**config.mk**
```make
export PLATFORM = sky130hd
export DESIGN_NAME = i2c_master_byte_engine_unit
export DESIGN_NICKNAME = d
export VERILOG_FILES = /design/src/rtl/core/i2cm_pkg.sv /design/src/rtl/core/i2cm_cfg.sv /design/src/rtl/core/i2cm_step.sv /design/src/rtl/core/i2c_master_byte_engine_unit.sv
export SDC_FILE = /design/constraint.sdc
export NUM_CORES = 1
export LEC_CHECK = 0
export BUFFER_PORTS_ARGS = -buffer_cell sky130_fd_sc_hd__buf_2
export CORE_MARGIN = 2
export CORE_UTILIZATION = 45
export CTS_CLUSTER_SIZE = 40
export DETAILED_ROUTE_END_ITERATION = 12
export PLACE_DENSITY = 0.65
export SYNTH_ARGS = -nofsm -noshare
export SYNTH_HDL_FRONTEND = slang
export SYNTH_HIERARCHICAL = 1
export SYNTH_SLANG_ARGS = --single-unit
```
**constraint.sdc**
```tcl
create_clock -name aclk -period 3.9 [get_ports aclk]
set_clock_uncertainty 0.05 [all_clocks]
set_input_delay 0.975 -clock aclk [delete_from_list [all_inputs] [get_ports aclk]]
set_output_delay 0.975 -clock aclk [all_outputs]
set_load 0.05 [all_outputs]
```
**src/rtl/core/i2cm_pkg.sv**
```systemverilog
// shared types, phase codes and constants of the i2c master byte engine
package i2cm_pkg;

    localparam int PHASE_W = 4;

    localparam logic [PHASE_W-1:0] PH_IDLE   = 4'd0;
    localparam logic [PHASE_W-1:0] PH_S_A    = 4'd1;
    localparam logic [PHASE_W-1:0] PH_S_B    = 4'd2;
    localparam logic [PHASE_W-1:0] PH_P_A    = 4'd3;
    localparam logic [PHASE_W-1:0] PH_P_B    = 4'd4;
    localparam logic [PHASE_W-1:0] PH_P_C    = 4'd5;
    localparam logic [PHASE_W-1:0] PH_W_LO   = 4'd6;
    localparam logic [PHASE_W-1:0] PH_W_HI   = 4'd7;
    localparam logic [PHASE_W-1:0] PH_A_LO   = 4'd8;
    localparam logic [PHASE_W-1:0] PH_A_POLL = 4'd9;
    localparam logic [PHASE_W-1:0] PH_A_END  = 4'd10;
    localparam logic [PHASE_W-1:0] PH_R_LO   = 4'd11;
    localparam logic [PHASE_W-1:0] PH_R_HI   = 4'd12;
    localparam logic [PHASE_W-1:0] PH_K_LO   = 4'd13;
    localparam logic [PHASE_W-1:0] PH_K_HI   = 4'd14;
    localparam logic [PHASE_W-1:0] PH_K_END  = 4'd15;

    localparam logic       OP_TICK = 1'b0;
    localparam logic       OP_CMD  = 1'b1;

    localparam logic [2:0] CMD_START     = 3'd0;
    localparam logic [2:0] CMD_STOP      = 3'd1;
    localparam logic [2:0] CMD_WRITE     = 3'd2;
    localparam logic [2:0] CMD_READ_ACK  = 3'd3;
    localparam logic [2:0] CMD_READ_NACK = 3'd4;

    localparam int CFG_IDX_W = 2;
    localparam logic [CFG_IDX_W-1:0] CFG_HALF_PERIOD = 2'd0;
    localparam logic [CFG_IDX_W-1:0] CFG_POLL_LIMIT  = 2'd1;

    localparam logic [15:0] HALF_PERIOD_RST = 16'd50;
    localparam logic [7:0]  POLL_LIMIT_RST  = 8'd255;
    localparam logic [7:0]  MASK_MSB        = 8'h80;

    typedef struct packed {
        logic [15:0] half_period;
        logic [7:0]  poll_limit;
    } cfg_t;

    typedef struct packed {
        logic        opcode;
        logic [2:0]  command;
        logic [7:0]  write_data;
        logic        sda_sample;
    } item_t;

    typedef struct packed {
        logic [PHASE_W-1:0] phase;
        logic [15:0]        tick_count;
        logic [7:0]         bit_mask;
        logic [7:0]         shift_byte;
        logic [7:0]         poll_count;
        logic               scl_out;
        logic               sda_out;
        logic               ack_after_read;
        logic [7:0]         read_data;
        logic               no_ack;
    } eng_state_t;

    localparam eng_state_t ENG_STATE_RST = '{
        phase:          PH_IDLE,
        tick_count:     16'd0,
        bit_mask:       8'd0,
        shift_byte:     8'd0,
        poll_count:     8'd0,
        scl_out:        1'b1,
        sda_out:        1'b1,
        ack_after_read: 1'b0,
        read_data:      8'd0,
        no_ack:         1'b0
    };

endpackage

```
**src/rtl/core/i2cm_cfg.sv**
```systemverilog
// configuration registers: half period and acknowledge poll limit
module i2cm_cfg
    import i2cm_pkg::*;
(
    input  logic                 aclk,
    input  logic                 aresetn,
    input  logic                 cfg_valid,
    output logic                 cfg_ready,
    input  logic [CFG_IDX_W-1:0] cfg_index,
    input  logic [15:0]          cfg_data,
    output cfg_t                 cfg
);

    cfg_t cfg_reg;
    cfg_t cfg_next;

    assign cfg_ready = 1'b1;
    assign cfg       = cfg_reg;

    always_comb begin
        cfg_next = cfg_reg;
        if (cfg_valid) begin
            case (cfg_index)
                CFG_HALF_PERIOD: cfg_next.half_period = cfg_data;
                CFG_POLL_LIMIT:  cfg_next.poll_limit  = cfg_data[7:0];
                default:         cfg_next = cfg_reg;
            endcase
        end
    end

    always_ff @(posedge aclk) begin
        if (!aresetn) begin
            cfg_reg.half_period <= HALF_PERIOD_RST;
            cfg_reg.poll_limit  <= POLL_LIMIT_RST;
        end else begin
            cfg_reg <= cfg_next;
        end
    end

endmodule

```
**src/rtl/core/i2cm_step.sv**
```systemverilog
// pin sequencer next-state logic for one tick or command item
module i2cm_step
    import i2cm_pkg::*;
(
    input  eng_state_t cur,
    input  item_t      item,
    input  cfg_t       cfg,
    output eng_state_t nxt,
    output logic       done
);

    logic [15:0] hp;
    logic [7:0]  lim;
    logic [15:0] tick_inc;
    logic [7:0]  poll_inc;
    logic [7:0]  mask_shr;
    logic [7:0]  read_acc;

    assign hp       = (cfg.half_period == 16'd0) ? 16'd1 : cfg.half_period;
    assign lim      = (cfg.poll_limit == 8'd0) ? 8'd1 : cfg.poll_limit;
    assign tick_inc = cur.tick_count + 16'd1;
    assign poll_inc = cur.poll_count + 8'd1;
    assign mask_shr = cur.bit_mask >> 1;
    assign read_acc = item.sda_sample ? (cur.shift_byte | cur.bit_mask) : cur.shift_byte;

    always_comb begin
        nxt  = cur;
        done = 1'b0;
        if (item.opcode == OP_CMD) begin
            if (cur.phase == PH_IDLE) begin
                case (item.command)
                    CMD_START: begin
                        nxt.tick_count = 16'd0;
                        nxt.sda_out    = 1'b1;
                        nxt.scl_out    = 1'b1;
                        nxt.phase      = PH_S_A;
                    end
                    CMD_STOP: begin
                        nxt.tick_count = 16'd0;
                        nxt.sda_out    = 1'b0;
                        nxt.phase      = PH_P_A;
                    end
                    CMD_WRITE: begin
                        nxt.tick_count = 16'd0;
                        nxt.shift_byte = item.write_data;
                        nxt.bit_mask   = MASK_MSB;
                        nxt.sda_out    = item.write_data[7];
                        nxt.phase      = PH_W_LO;
                    end
                    CMD_READ_ACK, CMD_READ_NACK: begin
                        nxt.tick_count     = 16'd0;
                        nxt.ack_after_read = (item.command == CMD_READ_ACK);
                        nxt.shift_byte     = 8'd0;
                        nxt.bit_mask       = MASK_MSB;
                        nxt.sda_out        = 1'b1;
                        nxt.phase          = PH_R_LO;
                    end
                    default: begin
                        nxt = cur;
                    end
                endcase
            end
        end else if (cur.phase == PH_A_POLL) begin
            if (!item.sda_sample) begin
                nxt.no_ack     = 1'b0;
                nxt.scl_out    = 1'b0;
                nxt.tick_count = 16'd0;
                nxt.phase      = PH_A_END;
            end else begin
                nxt.poll_count = poll_inc;
                if (poll_inc >= lim) begin
                    nxt.no_ack     = 1'b1;
                    nxt.sda_out    = 1'b0;
                    nxt.tick_count = 16'd0;
                    nxt.phase      = PH_P_A;
                end
            end
        end else if (cur.phase != PH_IDLE) begin
            if (tick_inc < hp) begin
                nxt.tick_count = tick_inc;
            end else begin
                nxt.tick_count = 16'd0;
                case (cur.phase)
                    PH_S_A: begin
                        nxt.sda_out = 1'b0;
                        nxt.phase   = PH_S_B;
                    end
                    PH_S_B: begin
                        nxt.scl_out = 1'b0;
                        nxt.phase   = PH_IDLE;
                        done        = 1'b1;
                    end
                    PH_P_A: begin
                        nxt.scl_out = 1'b1;
                        nxt.phase   = PH_P_B;
                    end
                    PH_P_B: begin
                        nxt.sda_out = 1'b1;
                        nxt.phase   = PH_P_C;
                    end
                    PH_P_C: begin
                        nxt.phase = PH_IDLE;
                        done      = 1'b1;
                    end
                    PH_W_LO: begin
                        nxt.scl_out = 1'b1;
                        nxt.phase   = PH_W_HI;
                    end
                    PH_W_HI: begin
                        nxt.scl_out  = 1'b0;
                        nxt.bit_mask = mask_shr;
                        if (mask_shr != 8'd0) begin
                            nxt.sda_out = |(cur.shift_byte & mask_shr);
                            nxt.phase   = PH_W_LO;
                        end else begin
                            nxt.sda_out = 1'b1;
                            nxt.phase   = PH_A_LO;
                        end
                    end
                    PH_A_LO: begin
                        nxt.scl_out    = 1'b1;
                        nxt.poll_count = 8'd0;
                        nxt.phase      = PH_A_POLL;
                    end
                    PH_A_END: begin
                        nxt.phase = PH_IDLE;
                        done      = 1'b1;
                    end
                    PH_R_LO: begin
                        nxt.scl_out = 1'b1;
                        nxt.phase   = PH_R_HI;
                    end
                    PH_R_HI: begin
                        nxt.shift_byte = read_acc;
                        nxt.scl_out    = 1'b0;
                        nxt.bit_mask   = mask_shr;
                        if (mask_shr != 8'd0) begin
                            nxt.phase = PH_R_LO;
                        end else begin
                            nxt.read_data = read_acc;
                            nxt.sda_out   = !cur.ack_after_read;
                            nxt.phase     = PH_K_LO;
                        end
                    end
                    PH_K_LO: begin
                        nxt.scl_out = 1'b1;
                        nxt.phase   = PH_K_HI;
                    end
                    PH_K_HI: begin
                        nxt.scl_out = 1'b0;
                        nxt.phase   = PH_K_END;
                    end
                    PH_K_END: begin
                        nxt.sda_out = 1'b1;
                        nxt.phase   = PH_IDLE;
                        done        = 1'b1;
                    end
                    default: begin
                        nxt.phase = PH_IDLE;
                    end
                endcase
            end
        end
    end

endmodule

```
**src/rtl/core/i2c_master_byte_engine_unit.sv**
```systemverilog
// top level of the i2c master byte engine: item pipeline, engine state and result register
// The engine takes one item per clock while s_tready is high: a tick of time (tuser 0) or
// a new command (tuser 1), and returns exactly one result per item, in order. An item taken
// into the input register is stepped through the phase sequencer into the engine state,
// which also serves as the result register, once the result side is free, and the result
// is presented there until it is transferred. The sequencer finishes one item per cycle, so
// the sustained rate is one item per clock when the result side keeps tready high.
// Bus timing is counted in tick items, half_period_ticks per SCL or SDA phase.
// Configuration writes belong to idle periods, when every accepted item has had its result
// taken.
module i2c_master_byte_engine_unit
    import i2cm_pkg::*;
(
    input  logic                 aclk,
    input  logic                 aresetn,
    // configuration
    input  logic                 cfg_valid,
    output logic                 cfg_ready,
    input  logic [CFG_IDX_W-1:0] cfg_index,
    input  logic [15:0]          cfg_data,
    // items in
    input  logic                 s_tvalid,
    output logic                 s_tready,
    input  logic [15:0]          s_tdata,  // command[2:0], write_data[10:3], sda_sample[11]
    input  logic                 s_tuser,  // opcode
    // results out
    output logic                 m_tvalid,
    input  logic                 m_tready,
    // scl_level[0], sda_level[1], ready_res[2], done_res[3], read_data[11:4], no_ack[12]
    output logic [15:0]          m_tdata
);

    cfg_t       cfg;
    item_t      in_item_reg;
    logic       in_valid_reg;
    eng_state_t state_reg;
    eng_state_t state_next;
    logic       done_next;
    logic       out_valid_reg;
    logic       out_done_reg;
    logic       out_free;
    logic       step_fire;

    i2cm_cfg u_cfg (
        .aclk      (aclk),
        .aresetn   (aresetn),
        .cfg_valid (cfg_valid),
        .cfg_ready (cfg_ready),
        .cfg_index (cfg_index),
        .cfg_data  (cfg_data),
        .cfg       (cfg)
    );

    i2cm_step u_step (
        .cur  (state_reg),
        .item (in_item_reg),
        .cfg  (cfg),
        .nxt  (state_next),
        .done (done_next)
    );

    assign out_free  = !out_valid_reg || m_tready;
    assign step_fire = in_valid_reg && out_free;
    assign s_tready  = !in_valid_reg || out_free;

    // input register
    always_ff @(posedge aclk) begin
        if (!aresetn) begin
            in_valid_reg <= 1'b0;
        end else if (s_tready) begin
            in_valid_reg <= s_tvalid;
        end
    end

    always_ff @(posedge aclk) begin
        if (s_tready && s_tvalid) begin
            in_item_reg.opcode     <= s_tuser;
            in_item_reg.command    <= s_tdata[2:0];
            in_item_reg.write_data <= s_tdata[10:3];
            in_item_reg.sda_sample <= s_tdata[11];
        end
    end

    // engine state, updated once per item
    always_ff @(posedge aclk) begin
        if (!aresetn) begin
            state_reg <= ENG_STATE_RST;
        end else if (step_fire) begin
            state_reg <= state_next;
        end
    end

    // result register
    always_ff @(posedge aclk) begin
        if (!aresetn) begin
            out_valid_reg <= 1'b0;
        end else if (out_free) begin
            out_valid_reg <= in_valid_reg;
        end
    end

    always_ff @(posedge aclk) begin
        if (step_fire) begin
            out_done_reg <= done_next;
        end
    end

    assign m_tvalid = out_valid_reg;
    assign m_tdata  = {3'b000,
                       state_reg.no_ack,
                       state_reg.read_data,
                       out_done_reg,
                       (state_reg.phase == PH_IDLE),
                       state_reg.sda_out,
                       state_reg.scl_out};

    // a completed command always leaves the engine idle
    a_done_idle: assert property (@(posedge aclk) disable iff (!aresetn)
        step_fire && done_next |-> state_next.phase == PH_IDLE)
        else $error("command completed without returning to idle");

    // engine state only moves when an item is processed
    a_state_hold: assert property (@(posedge aclk) disable iff (!aresetn)
        !step_fire |=> $stable(state_reg))
        else $error("engine state changed without an item");

    // input side only stalls when a held item is waiting
    a_stall_cause: assert property (@(posedge aclk) disable iff (!aresetn)
        !s_tready |-> in_valid_reg && out_valid_reg && !m_tready)
        else $error("input stalled without a waiting item");

    // a tick leaves the tick counter below the half period
    a_tick_range: assert property (@(posedge aclk) disable iff (!aresetn)
        step_fire && in_item_reg.opcode == OP_TICK && cfg.half_period > 16'd1
            |-> state_next.tick_count < cfg.half_period)
        else $error("tick counter ran past the half period");

endmodule

```
==> qor.yml <==
dr.pass1.iters: 5
grt_pass1_vias: 5176
holdCritStartpoint: "m_tdata[9]"
numCtsBuffers: 9
hp-class: "flop to flop"
max_slew_margin: 0.467
initial_utilization: 0.462
fmax_mhz: 270
syn_area_um2: 6740
setup_tns_ns: 0
met2_length_um: 7040
synth_cell_types: 71
synth.top_cell.area_share: 0.244
grt_overflow: 0
async_flop_share: 0
worstSkewPairLatency_ns: 0.35
cts_tree: "done"
dp_hpwl_um: 11000
ant_nets: 0
design_power_total_uw: 2190
worst-path-max-fanout: 8
place_ws_ns: 0.0488
largest_reg_flops: 45
synth_seq_cells: 96
timing.final.crit_share: 0.950
timing.rr.start: "state_reg[36]"
worstSetupEndpointType: "flop"
critPathSlowestCell: "or4b_4"
met3_length_um: 697
hold_viol: 0
leakagePower_uw: 0.00298
grt_pass1_wl_um: 26300
clkPwrFrac: 0.371
p_per_area_nw_per_um2: 297
finalSetupViolations: 0
ios: 59
p_sw_uw: 604
pwr-share-seq: 0.484
fin_util: 0.505
yosysSeqAreaShare: 0.306
avgViaCountPerCell: 5.59
outcome: "complete, no violations"
die_y_um: 126
root_buffer: "clkbuf_16"
globalplace.congestion: 0.856
wl_um: 15900
hold_slack_ns: 0.416
worst_setup_path_start_kind: "flop"
dieArea_um2: 16000
syn_inst: 826
yosys-top-cells-area: "dfxtp_1 (24%), mux2i_1 (13%), nand2_1 (9.7%)"
grt_max_degree: 86
synth.most_common_cell: "nand2_1"
worstPathArrival_ns: 3.93
rows: 44
fin_ws_ns: 0.197
holdPathStages: 2
synth_ff_type: "dfxtp_1"
top_layer_used: "met4"
drv_slew: 0
drc_errors: 0
power_frac_comb: 0.145
track_usage: 0.199
ys_warn_count: 6
cp_top_family: "simple AND/OR/NAND/NOR gates"
avgSynthCellArea_um2: 8.16
drive_gt1_frac: 0.146
cp_num_buf_inv: 3
io_buffers: 50
wl_per_cell_um: 15.2
worstSetupStartpoint: "state_reg[36]"
antenna_found_initial: 1
slowest_delay_ns: 0.59
vias: 5842
worst_pin_slew_ns: 0.799
ys_top_cells_by_count: "nand2_1 (175), mux2i_1 (88), dfxtp_1 (82)"
wl_met1_um: 7920
vdd_drop_max_mv: 0.223
drt-initial-drc-count: 425
synth_edf_count: 14
synthToLayoutAreaGrowth_pct: 9.24
cts_max_path_buffers: 2
cap_violations: 0
swShare: 0.277
dieWidth_um: 126
post-route-min-period_ns: 3.70
core_um2: 14600
clkSinkCount: 96
ff2ff_setup_slack_ns: 0.20
p_int_uw: 1580
hold_path_end: "m_tdata[9]"
yosysTopAreaCell: "dfxtp_1"
crit_type: "flop to flop"
worstRegToRegCells: 16
clkTransAtPathRegs_ns: 0.07
nNetsFinal: 921
htree_levels: 3
critPathRequiredTime_ns: 4.12
rr_endpoint: "m_tdata[4]"
path_cells: "buf_4 -> ha_1 -> inv_1 -> nor3_2 -> nand3_1 -> xnor2_1 -> ha_1 -> nand4_1 -> nor4_2 -> o221a_2 -> nor2_4 -> buf_4 -> or4b_4 -> mux2i_1 -> nand2_1 -> mux2i_1"
power by group through the flow:
| stage | registers [uW] | clock network [uW] | logic [uW] |
|---|---|---|---|
| 3_3_place_gp | 1080 | 0 | 309 |
| 3_5_place_dp | 1080 | 0 | 311 |
| 5_1_grt | 1060 | 875 | 345 |
| 2_1_floorplan | 1070 | 0 | 248 |
| 4_1_cts | 1060 | 837 | 312 |
| 6_report | 1060 | 812 | 316 |
worst max path at each step:
stage | endpoint | depth (start not counted)
2_1_floorplan | m_tdata[0] | 15
3_3_place_gp | m_tdata[11] | 15
3_5_place_dp | m_tdata[4] | 15
4_1_cts | m_tdata[4] | 15
5_1_grt | m_tdata[0] | 15
6_report | m_tdata[4] | 16
repair_timing:
| item | CTS | global route |
|---|---|---|
| endpoints found under the hold margin | 0 | 0 |
| setup buffers | 0 | 1 |
| resized for setup | 0 | 7 |
| setup endpoints to repair | 0 | 28 |
| hold buffers | 0 | 0 |
metal layers:
layer | vias up | GRT usage
met1 | 2746 | 0.295
met3 | 13 | 0.0325
met2 | 124 | 0.298
met5 | - | 0
li1 | 2959 | -
met4 | 0 | 0.0549
final cells by class:
type                    instances  area, um2
repair buffers                 89        558
clock buffers                  13        240
flip-flops and latches         96       2060
inverters                      52        195
fillers                      1386       7220
clock inverters                 3       21.3
multi-input cells             608       4050
well taps                     184        230
diodes                          1       2.50
metrics by stage:
| step | area (um2) | std cells |
|---|---|---|
| 4_1_cts | 7330 | 1044 |
| 3_3_place_gp | 7070 | 1028 |
| 6_report | 7360 | 1046 |
| 2_1_floorplan | 6750 | 828 |
| 5_1_grt | 7360 | 1046 |
| 3_5_place_dp | 7070 | 1028 |
layout by cell type, fill, tap and decap left out, types with 5 or more instances in the layout:
cell type | synthesis | routed
a22o_1 | 14 | 14
mux2i_1 | 88 | 88
xor2_1 | 10 | 10
o211ai_1 | 8 | 8
inv_1 | 51 | 51
o2bb2ai_1 | 7 | 7
clkbuf_16 | 0 | 9
nor2_1 | 25 | 24
buf_4 | 16 | 39
ha_1 | 25 | 25
a31oi_1 | 9 | 9
a211oi_1 | 5 | 5
buf_2 | 15 | 49
nor3_1 | 15 | 14
nand4b_1 | 6 | 6
o21a_1 | 5 | 5
o21ai_0 | 18 | 18
nand3_1 | 20 | 20
edfxtp_1 | 14 | 14
nand2_1 | 175 | 175
nor2b_1 | 18 | 18
nor4_1 | 9 | 6
a21oi_1 | 39 | 39
dfxtp_1 | 82 | 80
xnor2_1 | 11 | 11
nand4_1 | 7 | 7
a221oi_1 | 12 | 12
a21o_1 | 11 | 11
worst register-to-register path: cells and delay by family (launching register included):
kind	cells	cell delay, ns
AND/OR/NAND/NOR	7	1.44
adder cells (fa/ha/maj)	2	0.50
buffers and inverters	3	0.41
flip-flops	1	0.37
multiplexers	2	0.37
AO/OA/AOI/OAI	1	0.31
XOR/XNOR	1	0.17
cell families after synthesis:
| group | Yosys count | share of synthesized area |
|---|---|---|
| AOI/OAI and AO/OA | 163 | 0.170 |
| adders and majority gates | 25 | 0.0464 |
| buffers and inverters | 124 | 0.0987 |
| other | 2 | 0.00111 |
| and+or+nand+nor | 304 | 0.215 |
| DFF | 96 | 0.306 |
| muxes | 91 | 0.136 |
| xor gates and xnor gates | 21 | 0.0273 |
(Power assumes the default switching activity.)
